$ cat src/hdl/bsll_pkg.sv
// Shared types and codes for the bounded singly linked list core.
// Command and status encodings, fixed port field widths.
// No dependencies.
package bsll_pkg;

  localparam int CMD_W    = 3;
  localparam int STATUS_W = 2;
  localparam int WORD_W   = 32;
  localparam int LEN_W    = 5;

  typedef logic [CMD_W-1:0]           cmd_t;
  typedef logic [STATUS_W-1:0]        status_t;
  typedef logic signed [WORD_W-1:0]   word_t;
  typedef logic [LEN_W-1:0]           length_t;

  localparam cmd_t CMD_INS_HEAD  = 3'd0;
  localparam cmd_t CMD_INS_TAIL  = 3'd1;
  localparam cmd_t CMD_INS_AFTER = 3'd2;
  localparam cmd_t CMD_DEL_HEAD  = 3'd3;
  localparam cmd_t CMD_DEL_TAIL  = 3'd4;
  localparam cmd_t CMD_DEL_KEY   = 3'd5;
  localparam cmd_t CMD_SEARCH    = 3'd6;

  localparam status_t ST_OK       = 2'd0;
  localparam status_t ST_EMPTY    = 2'd1;
  localparam status_t ST_NOTFOUND = 2'd2;
  localparam status_t ST_FULL     = 2'd3;

endpackage

$ cat src/hdl/bsll_ram.sv
// Generic simple dual-port RAM: one write port, one read port, registered read.
// Used for the node data and node link stores. No dependencies.
module bsll_ram #(
  parameter int WIDTH = 32,
  parameter int DEPTH = 16
) (
  input  logic                     clk,
  input  logic                     we,
  input  logic [$clog2(DEPTH)-1:0] waddr,
  input  logic [WIDTH-1:0]         wdata,
  input  logic [$clog2(DEPTH)-1:0] raddr,
  output logic [WIDTH-1:0]         rdata
);

  logic [WIDTH-1:0] mem [DEPTH];

  always_ff @(posedge clk) begin
    if (we) begin
      mem[waddr] <= wdata;
    end
    rdata <= mem[raddr];
  end

endmodule

$ cat src/hdl/bounded_singly_linked_list_core.sv
// Bounded singly linked list core: list control, free list and response register.
// Depends on bsll_pkg and two bsll_ram instances (node data, node links).
//
// Usage:
//   Requests arrive on the in_ channel (in_cmd, in_value, in_key) with valid/stall.
//   A request is taken when in_valid is high and in_stall is low; in_stall is high
//   while a request is in progress, so one request is handled at a time.
//   Each request yields exactly one response on the out_ channel: out_status,
//   out_removed_value (zero when no node was removed) and out_length (nodes after).
//   Inserts at head or tail pass through allocate and link states, with an extra
//   wait state when a freed node is reused; deletes unlink, then free. Key commands
//   and delete tail walk the list, one node read per cycle from the registered-read
//   node memories, so their time depends on the walk length. The next request is
//   taken the cycle after the response loads.
//   The response sits in an output register: while the receiver holds out_stall
//   the response holds, and the next request may be accepted and worked on; it
//   then waits in its final state until the output register frees up.
//   Reset (rst_n low, synchronous) empties the list, frees every node and drops
//   any pending response. Node memories need no clearing: fresh nodes come from
//   a fill counter, recycled nodes from a free list linked through the link store.
module bounded_singly_linked_list_core #(
  parameter int POOL_DEPTH = 16,
  parameter int DATA_WIDTH = 32
) (
  input  logic              clk,
  input  logic              rst_n,
  input  logic              in_valid,
  output logic              in_stall,
  input  bsll_pkg::cmd_t    in_cmd,
  input  bsll_pkg::word_t   in_value,
  input  bsll_pkg::word_t   in_key,
  output logic              out_valid,
  input  logic              out_stall,
  output bsll_pkg::status_t out_status,
  output bsll_pkg::word_t   out_removed_value,
  output bsll_pkg::length_t out_length
);

  import bsll_pkg::*;

  // Pointer width covers the null code POOL_DEPTH; address width covers real nodes.
  localparam int IW = $clog2(POOL_DEPTH + 1);
  localparam int AW = $clog2(POOL_DEPTH);
  // Stored data width: the port carries at most WORD_W bits.
  localparam int SW = (DATA_WIDTH < WORD_W) ? DATA_WIDTH : WORD_W;
  localparam logic [IW-1:0] NIL = IW'(POOL_DEPTH);

  localparam logic [3:0] S_IDLE       = 4'd0;
  localparam logic [3:0] S_DECODE     = 4'd1;
  localparam logic [3:0] S_WALK       = 4'd2;
  localparam logic [3:0] S_ALLOC      = 4'd3;
  localparam logic [3:0] S_ALLOC_WAIT = 4'd4;
  localparam logic [3:0] S_LINK1      = 4'd5;
  localparam logic [3:0] S_LINK2      = 4'd6;
  localparam logic [3:0] S_UNLINK     = 4'd7;
  localparam logic [3:0] S_FREE       = 4'd8;
  localparam logic [3:0] S_RESP       = 4'd9;

  // Control state (reset).
  logic [3:0]    state_r, state_nxt;
  logic [IW-1:0] head_r, head_nxt;
  logic [IW-1:0] tail_r, tail_nxt;
  logic [IW-1:0] count_r, count_nxt;
  logic [IW-1:0] fhead_r, fhead_nxt;   // free list head
  logic [IW-1:0] fill_r, fill_nxt;     // nodes ever handed out from the fresh pool
  logic          out_valid_r, out_valid_nxt;

  // Request context and payload (no reset).
  cmd_t          cmd_r, cmd_nxt;
  logic [SW-1:0] val_r, val_nxt;
  logic [SW-1:0] key_r, key_nxt;
  logic [IW-1:0] cur_r, cur_nxt;
  logic [IW-1:0] prev_r, prev_nxt;
  logic [IW-1:0] cnext_r, cnext_nxt;
  logic [IW-1:0] new_r, new_nxt;
  logic [SW-1:0] rem_r, rem_nxt;
  status_t       status_r, status_nxt;
  status_t       out_status_r, out_status_nxt;
  word_t         out_removed_r, out_removed_nxt;
  length_t       out_length_r, out_length_nxt;

  // Memory ports.
  logic [AW-1:0] rd_addr;
  logic [IW-1:0] rd_next;
  logic [SW-1:0] rd_val;
  logic          nwe, vwe;
  logic [AW-1:0] nwaddr, vwaddr;
  logic [IW-1:0] nwdata;
  logic [SW-1:0] vwdata;

  logic                 hit;
  logic                 full;
  logic [IW+LEN_W-1:0]  count_ext;
  logic [SW+WORD_W-1:0] rem_ext;

  bsll_ram #(.WIDTH(IW), .DEPTH(POOL_DEPTH)) u_next_ram (
    .clk   (clk),
    .we    (nwe),
    .waddr (nwaddr),
    .wdata (nwdata),
    .raddr (rd_addr),
    .rdata (rd_next)
  );

  bsll_ram #(.WIDTH(SW), .DEPTH(POOL_DEPTH)) u_value_ram (
    .clk   (clk),
    .we    (vwe),
    .waddr (vwaddr),
    .wdata (vwdata),
    .raddr (rd_addr),
    .rdata (rd_val)
  );

  assign full      = (count_r == NIL);
  assign count_ext = {{LEN_W{1'b0}}, count_r};
  assign rem_ext   = {{WORD_W{1'b0}}, rem_r};

  // Walk match: delete head stops at once, delete tail at the last node,
  // key commands at the first node holding the key.
  always_comb begin
    case (cmd_r)
      CMD_DEL_HEAD: hit = 1'b1;
      CMD_DEL_TAIL: hit = (rd_next == NIL);
      default:      hit = (rd_val == key_r);
    endcase
  end

  always_comb begin
    state_nxt       = state_r;
    head_nxt        = head_r;
    tail_nxt        = tail_r;
    count_nxt       = count_r;
    fhead_nxt       = fhead_r;
    fill_nxt        = fill_r;
    cmd_nxt         = cmd_r;
    val_nxt         = val_r;
    key_nxt         = key_r;
    cur_nxt         = cur_r;
    prev_nxt        = prev_r;
    cnext_nxt       = cnext_r;
    new_nxt         = new_r;
    rem_nxt         = rem_r;
    status_nxt      = status_r;
    out_status_nxt  = out_status_r;
    out_removed_nxt = out_removed_r;
    out_length_nxt  = out_length_r;
    out_valid_nxt   = out_valid_r && out_stall;
    rd_addr         = head_r[AW-1:0];
    nwe             = 1'b0;
    nwaddr          = cur_r[AW-1:0];
    nwdata          = fhead_r;
    vwe             = 1'b0;
    vwaddr          = new_r[AW-1:0];
    vwdata          = val_r;

    case (state_r)
      S_IDLE: begin
        if (in_valid) begin
          cmd_nxt   = in_cmd;
          val_nxt   = in_value[SW-1:0];
          key_nxt   = in_key[SW-1:0];
          state_nxt = S_DECODE;
        end
      end

      S_DECODE: begin
        status_nxt = ST_OK;
        rem_nxt    = '0;
        prev_nxt   = NIL;
        cur_nxt    = head_r;
        rd_addr    = head_r[AW-1:0];
        if (cmd_r == CMD_INS_HEAD || cmd_r == CMD_INS_TAIL) begin
          if (full) begin
            status_nxt = ST_FULL;
            state_nxt  = S_RESP;
          end else begin
            state_nxt = S_ALLOC;
          end
        end else if (cmd_r inside {[CMD_INS_AFTER:CMD_SEARCH]}) begin
          if (head_r == NIL) begin
            status_nxt = ST_EMPTY;
            state_nxt  = S_RESP;
          end else begin
            state_nxt = S_WALK;
          end
        end else begin
          state_nxt = S_RESP;
        end
      end

      S_WALK: begin
        // Memory output holds the data and link of cur_r.
        if (hit) begin
          cnext_nxt = rd_next;
          case (cmd_r)
            CMD_SEARCH: state_nxt = S_RESP;
            CMD_INS_AFTER: begin
              if (full) begin
                status_nxt = ST_FULL;
                state_nxt  = S_RESP;
              end else begin
                state_nxt = S_ALLOC;
              end
            end
            default: begin
              rem_nxt   = rd_val;
              state_nxt = S_UNLINK;
            end
          endcase
        end else if (rd_next == NIL) begin
          status_nxt = ST_NOTFOUND;
          state_nxt  = S_RESP;
        end else begin
          prev_nxt = cur_r;
          cur_nxt  = rd_next;
          rd_addr  = rd_next[AW-1:0];
        end
      end

      S_ALLOC: begin
        // Recycle from the free list first, else take a fresh node.
        if (fhead_r != NIL) begin
          new_nxt   = fhead_r;
          rd_addr   = fhead_r[AW-1:0];
          state_nxt = S_ALLOC_WAIT;
        end else begin
          new_nxt   = fill_r;
          fill_nxt  = fill_r + IW'(1);
          state_nxt = S_LINK1;
        end
      end

      S_ALLOC_WAIT: begin
        fhead_nxt = rd_next;
        state_nxt = S_LINK1;
      end

      S_LINK1: begin
        vwe       = 1'b1;
        vwaddr    = new_r[AW-1:0];
        vwdata    = val_r;
        nwe       = 1'b1;
        nwaddr    = new_r[AW-1:0];
        count_nxt = count_r + IW'(1);
        if (head_r == NIL) begin
          nwdata    = NIL;
          head_nxt  = new_r;
          tail_nxt  = new_r;
          state_nxt = S_RESP;
        end else if (cmd_r == CMD_INS_HEAD) begin
          nwdata    = head_r;
          head_nxt  = new_r;
          state_nxt = S_RESP;
        end else if (cmd_r == CMD_INS_TAIL) begin
          nwdata    = NIL;
          cur_nxt   = tail_r;
          tail_nxt  = new_r;
          state_nxt = S_LINK2;
        end else begin
          nwdata = cnext_r;
          if (tail_r == cur_r) begin
            tail_nxt = new_r;
          end
          state_nxt = S_LINK2;
        end
      end

      S_LINK2: begin
        nwe       = 1'b1;
        nwaddr    = cur_r[AW-1:0];
        nwdata    = new_r;
        state_nxt = S_RESP;
      end

      S_UNLINK: begin
        if (prev_r != NIL) begin
          nwe    = 1'b1;
          nwaddr = prev_r[AW-1:0];
          nwdata = cnext_r;
        end else begin
          head_nxt = cnext_r;
        end
        if (tail_r == cur_r) begin
          tail_nxt = prev_r;
        end
        state_nxt = S_FREE;
      end

      S_FREE: begin
        // Push the removed node onto the free list.
        nwe       = 1'b1;
        nwaddr    = cur_r[AW-1:0];
        nwdata    = fhead_r;
        fhead_nxt = cur_r;
        count_nxt = count_r - IW'(1);
        state_nxt = S_RESP;
      end

      S_RESP: begin
        if (!out_valid_r || !out_stall) begin
          out_valid_nxt   = 1'b1;
          out_status_nxt  = status_r;
          out_removed_nxt = rem_ext[WORD_W-1:0];
          out_length_nxt  = count_ext[LEN_W-1:0];
          state_nxt       = S_IDLE;
        end
      end

      default: state_nxt = S_IDLE;
    endcase
  end

  always_ff @(posedge clk) begin
    if (!rst_n) begin
      state_r     <= S_IDLE;
      head_r      <= NIL;
      tail_r      <= NIL;
      count_r     <= '0;
      fhead_r     <= NIL;
      fill_r      <= '0;
      out_valid_r <= 1'b0;
    end else begin
      state_r     <= state_nxt;
      head_r      <= head_nxt;
      tail_r      <= tail_nxt;
      count_r     <= count_nxt;
      fhead_r     <= fhead_nxt;
      fill_r      <= fill_nxt;
      out_valid_r <= out_valid_nxt;
    end
  end

  always_ff @(posedge clk) begin
    cmd_r         <= cmd_nxt;
    val_r         <= val_nxt;
    key_r         <= key_nxt;
    cur_r         <= cur_nxt;
    prev_r        <= prev_nxt;
    cnext_r       <= cnext_nxt;
    new_r         <= new_nxt;
    rem_r         <= rem_nxt;
    status_r      <= status_nxt;
    out_status_r  <= out_status_nxt;
    out_removed_r <= out_removed_nxt;
    out_length_r  <= out_length_nxt;
  end

  assign in_stall          = (state_r != S_IDLE);
  assign out_valid         = out_valid_r;
  assign out_status        = out_status_r;
  assign out_removed_value = out_removed_r;
  assign out_length        = out_length_r;

`ifndef NO_ASSERTIONS
  a_count_bound: assert property (@(posedge clk) disable iff (!rst_n)
    count_r <= NIL)
    else $error("node count above pool depth");

  a_head_count: assert property (@(posedge clk) disable iff (!rst_n)
    (state_r == S_IDLE) |-> ((head_r == NIL) == (count_r == '0)))
    else $error("head pointer and node count disagree");

  a_tail_head: assert property (@(posedge clk) disable iff (!rst_n)
    (state_r == S_IDLE) |-> ((tail_r == NIL) == (head_r == NIL)))
    else $error("tail pointer and head pointer disagree");

  a_walk_ptr: assert property (@(posedge clk) disable iff (!rst_n)
    (state_r == S_WALK) |-> (cur_r != NIL))
    else $error("list walk on null node");

  a_fresh_left: assert property (@(posedge clk) disable iff (!rst_n)
    (state_r == S_IDLE && fhead_r == NIL && count_r != NIL) |-> (fill_r != NIL))
    else $error("free nodes lost");

  a_resp_load: assert property (@(posedge clk) disable iff (!rst_n)
    (state_r == S_RESP && (!out_valid_r || !out_stall)) |=>
      (out_valid_r && state_r == S_IDLE))
    else $error("response not loaded");
`endif

endmodule

$ cat config.mk
export PLATFORM = sky130hd
export DESIGN_NAME = bounded_singly_linked_list_core
export DESIGN_NICKNAME = d
export VERILOG_FILES = /design/src/hdl/bsll_pkg.sv /design/src/hdl/bsll_ram.sv /design/src/hdl/bounded_singly_linked_list_core.sv
export SDC_FILE = /design/constraint.sdc
export NUM_CORES = 1
export LEC_CHECK = 0
export BUFFER_PORTS_ARGS = -buffer_cell sky130_fd_sc_hd__buf_2
export CORE_UTILIZATION = 44
export DETAILED_ROUTE_END_ITERATION = 8
export GPL_ROUTABILITY_DRIVEN = 0
export GPL_TIMING_DRIVEN = 0
export PLACE_DENSITY = 0.62
export SYNTH_ARGS = -nofsm -noshare
export SYNTH_HDL_FRONTEND = slang
export SYNTH_SLANG_ARGS = --single-unit
$ cat constraint.sdc
create_clock -name clk -period 5.7 [get_ports clk]
set_input_delay 0.855 -clock clk [delete_from_list [all_inputs] [get_ports clk]]
set_output_delay 0.855 -clock clk [all_outputs]
set_load 0.005 [all_outputs]
==> impl.org, run 1 <==
** Run status
- Run status :: finished clean

** Detailed routing
- After detailed routing, the number of remaining DRC violations is 0.
- Routed via count :: 19369
- Mean number of vias per cell :: 5.86
- For this block, the initial DRC count from the detailed router was 2277.
- Antenna-violating nets left :: 0
- Wire length reported by the detailed router :: 85200 um
- After detailed routing, the average wire length per cell comes to 25.8 um.
- For this run, the detailed router's first-pass iteration total came to 7.

** Worst setup path
- The worst register-to-register path has a depth of 11.
- Crit path cell chain :: xnor2_1 > nand4_1 > nor4_1 > a22o_2 > nor3_1 > o32ai_4 > buf_2 > buf_1 > a211oi_1 > a211oi_1 > or4_1
- The worst register-to-register path begins at key_r[17].
- In this design, the stage delay of the slowest critical-path cell is 0.62 ns.
- Worst setup path category :: reg2reg
- In this run the critical register-to-register path is captured at u_value_ram.rdata[1].
- Setup slack, reg-to-reg :: 0.92 ns
- Slowest stage cell on the critical path :: sky130_fd_sc_hd__buf_1
- CP Data Arrival Time :: 5.29 ns
- In this run the worst path has a maximum fanout of 10.
- Worst path most repeated cell :: sky130_fd_sc_hd__a211oi_1
- Element type at the critical path start :: flip-flop
- STA puts the critical path data required time at 6.21 ns.
- The worst setup path is captured at a flip-flop.

** Layout
- For this run, the post-layout net count is 2364.
- The number of antenna diodes in the final layout is 0.
- Layout area overhead :: 15.7%
- After filler insertion, the fill cell instance count of the layout stands at 5820.
- Utilization after layout :: 51.7%
- Summing all multi-input logic gate instances after layout gives 0.00770 mm^2.
- After routing the design area is 0.0372 mm^2.
- In the final layout, flip-flops and latches occupy 0.0239 mm^2.
- Fraction of final layout cells with drive strength greater than 1 :: 15.7%

** Synth
- Yosys top cell area share :: 70.2%
- The most used flip-flop cell after synthesis is sky130_fd_sc_hd__edfxtp_1.
- Post-synthesis instance area :: 0.0322 mm^2
- Commonest cells in the netlist :: sky130_fd_sc_hd__edfxtp_1 (752), sky130_fd_sc_hd__a211oi_1 (244), sky130_fd_sc_hd__and3_1 (152)
- By instance count, the leading cell after synthesis is sky130_fd_sc_hd__edfxtp_1.
- Mapped Nets :: 2134
- sky130_fd_sc_hd__edfxtp_1 takes more of the synthesized area than any other cell.
- Flip-flop and latch count after synthesis :: 819
- In this run, synthesis inferred 752 flip-flops with an integrated enable.
- YS warnings :: 0
- By area the synthesized netlist is led by sky130_fd_sc_hd__edfxtp_1 (70%), sky130_fd_sc_hd__a211oi_1 (5.7%), sky130_fd_sc_hd__dfxtp_1 (4.2%).
- The netlist uses 70 different library cells.
- Seq/Total Area, Yosys :: 74.4%
- The cell count after synthesis came out at 2058.
- A synthesized cell averages 15.6 um^2.
- For this run, asynchronously set or reset flops after synthesis account for 0%.

** Worst hold path
- The path class of the tightest hold or removal check is in2reg.
- Counting instances, the worst hold path has a depth of 1.
- Startpoint of the most critical hold path :: in_value[18]
- The worst hold path terminates at val_r[18].

** Clock tree
- Sinks on the clock net :: 819
- Clock tree buffer depth :: 3
- Later-pin clock latency in the skew report :: 0.63 ns
- Hold-fix buffers, CTS :: 0
- Clock-pin slew reported for the worst setup and hold paths after clock tree synthesis :: 0.06 ns
- Clock tree synthesis selected as its root buffer the cell sky130_fd_sc_hd__clkbuf_16.
- Inserted Clock Buffers :: 84
- Setup Fix Bufs, Post-CTS :: 0
- CTS tree :: done
- Number of levels the H-tree was split into :: 3
- Count of instances resized after the clock tree is built :: 0

** Timing
- Unrepaired setup endpoints after global routing :: no
- Across the routed clock network, the largest skew measured is 0.0297 ns.
- The final number of max-transition violations came to 0.
- Final Hold Fails :: 0
- Measured against its own limit, the worst slew margin works out to 30.8%.
- Setup violations remaining at the end of the flow were counted as 0.
- Min Tclk post-route :: 4.78 ns
- Final worst-path setup slack :: 0.918 ns
- For this run, the top clock speed supported by timing is 0.209 GHz.
- After routing, the total negative slack on setup checks comes to 0 ns.
- For the pin with the worst max-slew slack, the measured transition is 1.03 ns.
- Part of the cycle the worst path needs :: 83.9%

** Pwr
- Cell leakage power :: 12.3 nW
- The completed layout was analyzed and its total power is 16.0 mW.
- Of the total power, registers draw 50.7%.
- Power per cell area :: 431 mW/mm^2
- Worst-case vdd ir drop :: 0.380 mV
- The clock network accounts for 33.3% of the total power.
- In this run switching power makes up 28.7% of total power.
- Combinational logic is responsible for 15.9% of the overall power.
- Summed over all nets, the switching power comes to 4.61 mW.
- The internal portion of the total power is 11.4 mW.

** Global route
- Global routing used 22.8% of the available tracks.
- The total overflow left after global routing is 0.
- Pin count of the biggest net entering global routing :: 51
- First-pass GRT wire length :: 124000 um
- Via count of the first global-routing pass :: 18982
- The number of antenna violations at the first check in global routing is 8.

** Placed design
- The placed instances occupy a cell area of 0.0346 mm^2.
- During placement, the flow inserted port buffers numbering 111.
- DP HPWL :: 58600 um
- Timing analysis after detailed placement gives a worst setup slack of 0.857 ns.

** Die
- Initial core utilization :: 44.7%
- The floorplan step set the die height to 272 um.
- Die Wd :: 272 um
- Core area :: 0.0720 mm^2
- Site Rows :: 98
- Total Die Area :: 0.0742 mm^2
- For this design the top-level I/O count stands at 112.

** Flow run
- Maximum Capacitance Violations :: 0
==> sequential cells by signal, summed over array words and instances (netlist names), 32 cells and up <==
name               flops
u_next_ram.mem        80
out_removed_value     32
val_r                 32
u_value_ram.rdata     32
u_value_ram.mem      512
key_r                 32
rem_r                 32
==> worst max-delay path: cells and delay by family (launching register included) <==
family / cells / cell delay (ns)
buf+inv: 2 / 1.02
flops: 1 / 0.40
compound gates: 4 / 1.68
xor+xnor: 1 / 0.35
simple gates: 4 / 1.18
==> metal layers <==
| metal | up-vias | wire length, um | GRT usage, % |
|---|---|---|---|
| met3 | 134 | 8250 | 5.16 |
| met4 | 2 | 1840 | 5.94 |
| met5 | - | 13 | 0 |
| met2 | 926 | 39800 | 36.2 |
| li1 | 8613 | - | - |
| met1 | 9694 | 35400 | 31.6 |
==> power by group through the flow <==
stage,sequential [mW],clock (mW),combinational (mW)
6_report,8.14,5.35,2.55
2_1_floorplan,7.98,0,1.53
3_5_place_dp,8.24,0,2.53
3_3_place_gp,8.26,0,2.40
4_1_cts,8.12,5.41,2.54
5_1_grt,8.20,5.65,2.73
==> per-stage QoR <==
| step | instances | hold WS, ns |
|---|---|---|
| 3_3_place_gp | 3119 | 0.403 |
| 2_1_floorplan | 2058 | 0.400 |
| 6_report | 3303 | 0.400 |
| 4_1_cts | 3303 | 0.367 |
| 5_1_grt | 3303 | 0.370 |
| 3_5_place_dp | 3152 | 0.405 |
==> worst max-delay path by stage <==
stage                     startpoint                      to  slack, ns  cells past startpoint
after floorplan            key_r[10]                rem_r[0]       1.32                      8
after global placement    state_r[0]  u_value_ram.mem[0][17]      -1.36                      6
after detailed placement   key_r[17]   u_value_ram.rdata[13]       0.86                     10
after CTS                  key_r[17]   u_value_ram.rdata[13]       0.85                     10
after global routing        key_r[3]   u_value_ram.rdata[12]       0.77                     10
final                      key_r[17]    u_value_ram.rdata[1]       0.92                     11
==> area by class of cell <==
| type | instances | area share, % |
|---|---|---|
| clock inverter | 42 | 1.15 |
| clock buffer | 109 | 6.01 |
| timing repair buffer | 144 | 2.88 |
| tap | 950 | 3.19 |
| sequential | 819 | 64.2 |
| buffer | 141 | 1.73 |
| multi-input combinational | 1085 | 20.7 |
| inverter | 13 | 0.131 |
==> logic make-up (layout without fill, tap and decap cells) <==
group | after synthesis | count (layout) | synth area share, %
buffers and inverters | 154 | 449 | 2.15
AOI/OAI and AO/OA | 410 | 410 | 9.86
DFF | 819 | 819 | 74.4
xor gates and xnor gates | 45 | 45 | 1.23
and+or+nand+nor | 506 | 506 | 8.49
muxes | 119 | 119 | 3.70
adders and majority gates | 5 | 5 | 0.218
==> cell usage in the layout (no fill, tap or decap), types with 6 or more instances in the layout <==
master	count
sky130_fd_sc_hd__or4_1	37
sky130_fd_sc_hd__clkinv_2	14
sky130_fd_sc_hd__mux2i_1	119
sky130_fd_sc_hd__a21oi_1	36
sky130_fd_sc_hd__xor2_1	7
sky130_fd_sc_hd__nor3_1	7
sky130_fd_sc_hd__xnor2_1	38
sky130_fd_sc_hd__buf_12	10
sky130_fd_sc_hd__dfxtp_1	67
sky130_fd_sc_hd__and3_1	151
sky130_fd_sc_hd__a311oi_1	41
sky130_fd_sc_hd__a211oi_1	244
sky130_fd_sc_hd__clkbuf_16	85
sky130_fd_sc_hd__a21o_1	7
sky130_fd_sc_hd__nand2b_1	9
sky130_fd_sc_hd__buf_2	157
sky130_fd_sc_hd__o21ai_0	8
sky130_fd_sc_hd__nor2_4	13
sky130_fd_sc_hd__nand2_1	132
sky130_fd_sc_hd__and2_1	47
sky130_fd_sc_hd__bufinv_16	7
sky130_fd_sc_hd__buf_4	7
sky130_fd_sc_hd__o21ai_1	6
sky130_fd_sc_hd__inv_1	12
sky130_fd_sc_hd__buf_1	10
sky130_fd_sc_hd__clkbuf_1	97
sky130_fd_sc_hd__a22oi_1	11
sky130_fd_sc_hd__nor2_1	57
sky130_fd_sc_hd__a211oi_2	15
sky130_fd_sc_hd__buf_6	22
sky130_fd_sc_hd__nand4_1	10
sky130_fd_sc_hd__edfxtp_1	752
sky130_fd_sc_hd__clkinv_1	10
sky130_fd_sc_hd__nand3_1	16
No activity file was read; power rests on OpenSTA's default activity.
==> run 2: changes to the inputs <==
==> constraint.sdc (replaced) <==
create_clock -name clk -period 4.8 [get_ports clk]
set_input_delay 0.72 -clock clk [delete_from_list [all_inputs] [get_ports clk]]
set_output_delay 0.72 -clock clk [all_outputs]
set_load 0.005 [all_outputs]
==> impl.org, run 2 (synthesized netlist as in run 1, its figures left out) <==
** Timing
- The final number of max-transition violations was 0.
- Setup repair after global routing left no endpoint under its margin.
- Clock skew on the completed layout was measured at 0.0289 ns.
- Endpoints failing setup :: 0
- The count of final hold-check violations is 0.
- Min Tclk post-route :: 4.62 ns
- Transition time at the pin with the least slew margin :: 1.03 ns
- Worst slew margin :: 30.9%
- Derived from the worst setup path, the maximum achievable clock frequency is 0.216 GHz.
- Part of the cycle the worst path needs :: 96.3%
- After layout, the worst setup slack is 0.176 ns.

** Layout
- Number of filler instances in the final layout :: 5816
- At the end of the flow, the number of nets in the layout was 2364.
- The library cells used most frequently in the layout, excluding fill and tap cells, are sky130_fd_sc_hd__edfxtp_1 (752), sky130_fd_sc_hd__a211oi_1 (244), sky130_fd_sc_hd__buf_2 (157).
- Largest reg by FF count :: u_value_ram.mem
- In the final layout, the registers with the most flip-flops are u_value_ram.mem x512, u_next_ram.mem x80.
- Layout area overhead :: 15.8%
- The register with the most flip-flops in the layout has 512 of them.
- Leaving out fill and tap cells, the most frequent cell in the layout is sky130_fd_sc_hd__edfxtp_1.
- With fillers left out, the area of the finished cells amounts to 0.0372 mm^2.
- Fraction of final layout cells with drive strength greater than 1 :: 15.9%

** Pwr
- Power per cell area :: 512 mW/mm^2
- Worst-case vdd ir drop :: 0.450 mV
- Cell leakage power :: 12.3 nW

** Worst setup path
- At the worst endpoint, the arrival time is 5.05 ns.
- Element type at the critical path start :: flip-flop
- CP max FO :: 10
- At the worst endpoint, the required time is 5.23 ns.
- The worst setup path is captured at a flip-flop.
- Worst setup path category :: reg2reg

** Detailed routing
- Mean number of vias per cell :: 5.89
- Pre-antenna DRT Iters :: 7
- Wires add up to 85200 um.
- The count of nets left with antenna violations once routing finished came out at 0.
- Post-DR wirelength/cell :: 25.8 um
- Across all layers, the routed design uses 19459 vias.
- First-iteration detailed-routing DRC count :: 2300
- For this run, design rule violations remaining after detail routing come to 0.

** Clock tree
- CTS tree :: done
- Clock-pin slew reported for the worst setup and hold paths after clock tree synthesis :: 0.06 ns
- Clock tree buffer depth :: 3
- Sinks on the clock net :: 819
- Clock tree synthesis inserted a total of 84 buffers.
- The H-tree was split into 3 levels.
- Later-pin clock latency in the skew report :: 0.63 ns
- The tree is rooted in a sky130_fd_sc_hd__clkbuf_16.
- Post-CTS timing repair inserted 0 buffers for setup.

** Placed design
- Setup WS pre-CTS :: -0.0427 ns
- During placement, the flow inserted port buffers numbering 111.
- DP HPWL :: 58600 um
- Cell area after placement :: 0.0346 mm^2

** Die
- Die Wd :: 272 um
- In this run the count of I/O pins placed on the die edge is 112.
- Site Rows :: 98
- In this run the standard cell core region covers 0.0720 mm^2.
- The initial utilization of the core area, before any placement, comes to 44.7%.
- Total Die Area :: 0.0742 mm^2
- Height of the chip :: 272 um

** Run status
- The flow ran to the end, and the final reports show no timing, DRC or antenna violations.

** Global route
- The first global-routing pass estimated 124000 um of wire.
- The number of antenna violations at the first check in global routing was 8.
- Pin count of the biggest net entering global routing :: 51
- The via count of the first global-routing pass is 18982.
- Final global-route overflow total :: 0
- Global routing used 22.8% of the available tracks across all layers.

** Worst hold path
- Worst min-delay path class :: in2reg

** Flow run
- Maximum Capacitance Violations :: 0
[run 2: metal layers]
layer | wire length (um) | vias up | GRT usage [%]
met4 | 1860 | 2 | 5.94
met3 | 7830 | 136 | 5.16
met1 | 35800 | 9727 | 31.6
met2 | 39800 | 974 | 36.2
li1 | - | 8620 | -
met5 | 13 | - | 0
[run 2: through the flow]
stage	setup TNS (ns)	hold WS (ns)	cells	util, %	total power, mW
after floorplan	0	0.400	2058	-	11.3
after global placement	-398.27	0.403	3119	47.1	12.7
after detailed placement	-0.121	0.405	3152	48.0	12.8
after CTS	0	0.232	3303	51.7	19.1
after global routing	0	0.235	3303	51.7	19.7
final	0	0.265	3304	51.7	19.1
[run 2: what timing repair did]
item	in CTS	in global routing
hold buffers	0	0
setup endpoints to repair	3	4
gates resized for setup	1	5
[run 2: area by class of cell]
class                   count  area [um^2]  share of cell area (%)
diodes                      1         2.50                 0.00672
plain buffers             141          648                    1.74
clock buffers             109         2240                    6.01
clock inverters            42          427                    1.15
inverters                  13         48.8                   0.131
multi-input cells        1085         7700                    20.7
flip-flops and latches    819        23900                    64.2
well taps                 950         1190                    3.19
repair buffers            144         1070                    2.88
[run 2: final timing paths]
check	slack, ns	startpoint	to	cells past startpoint
setup reg to reg	0.18	key_r[3]	u_value_ram.rdata[1]	10
hold reg to reg	0.42	rem_r[10]	out_removed_value[10]	0
setup / recovery	0.18	key_r[3]	u_value_ram.rdata[1]	10
hold / removal	0.27	in_value[22]	val_r[22]	1
[run 2: worst max-delay path, stage by stage (launching register included)]
cell and delay (ns):
sky130_fd_sc_hd__edfxtp_1 0.37, sky130_fd_sc_hd__xnor2_1 0.38, sky130_fd_sc_hd__nand4_1 0.24, sky130_fd_sc_hd__nor4_1 0.56, sky130_fd_sc_hd__a22o_2 0.40, sky130_fd_sc_hd__nor3_1 0.11, sky130_fd_sc_hd__o32ai_4 0.60, sky130_fd_sc_hd__buf_2 0.47
sky130_fd_sc_hd__clkbuf_1 0.43, sky130_fd_sc_hd__a211oi_1 0.27, sky130_fd_sc_hd__or4_1 0.59
[run 2: power breakdown]
group          leakage (nW)  total (mW)  switching, mW  internal [mW]
sequential             7.39        9.66          0.721           8.94
clock                  1.30        6.35           2.68           3.68
combinational          3.59        3.04           2.08          0.956
total                  12.3        19.1           5.48           13.6
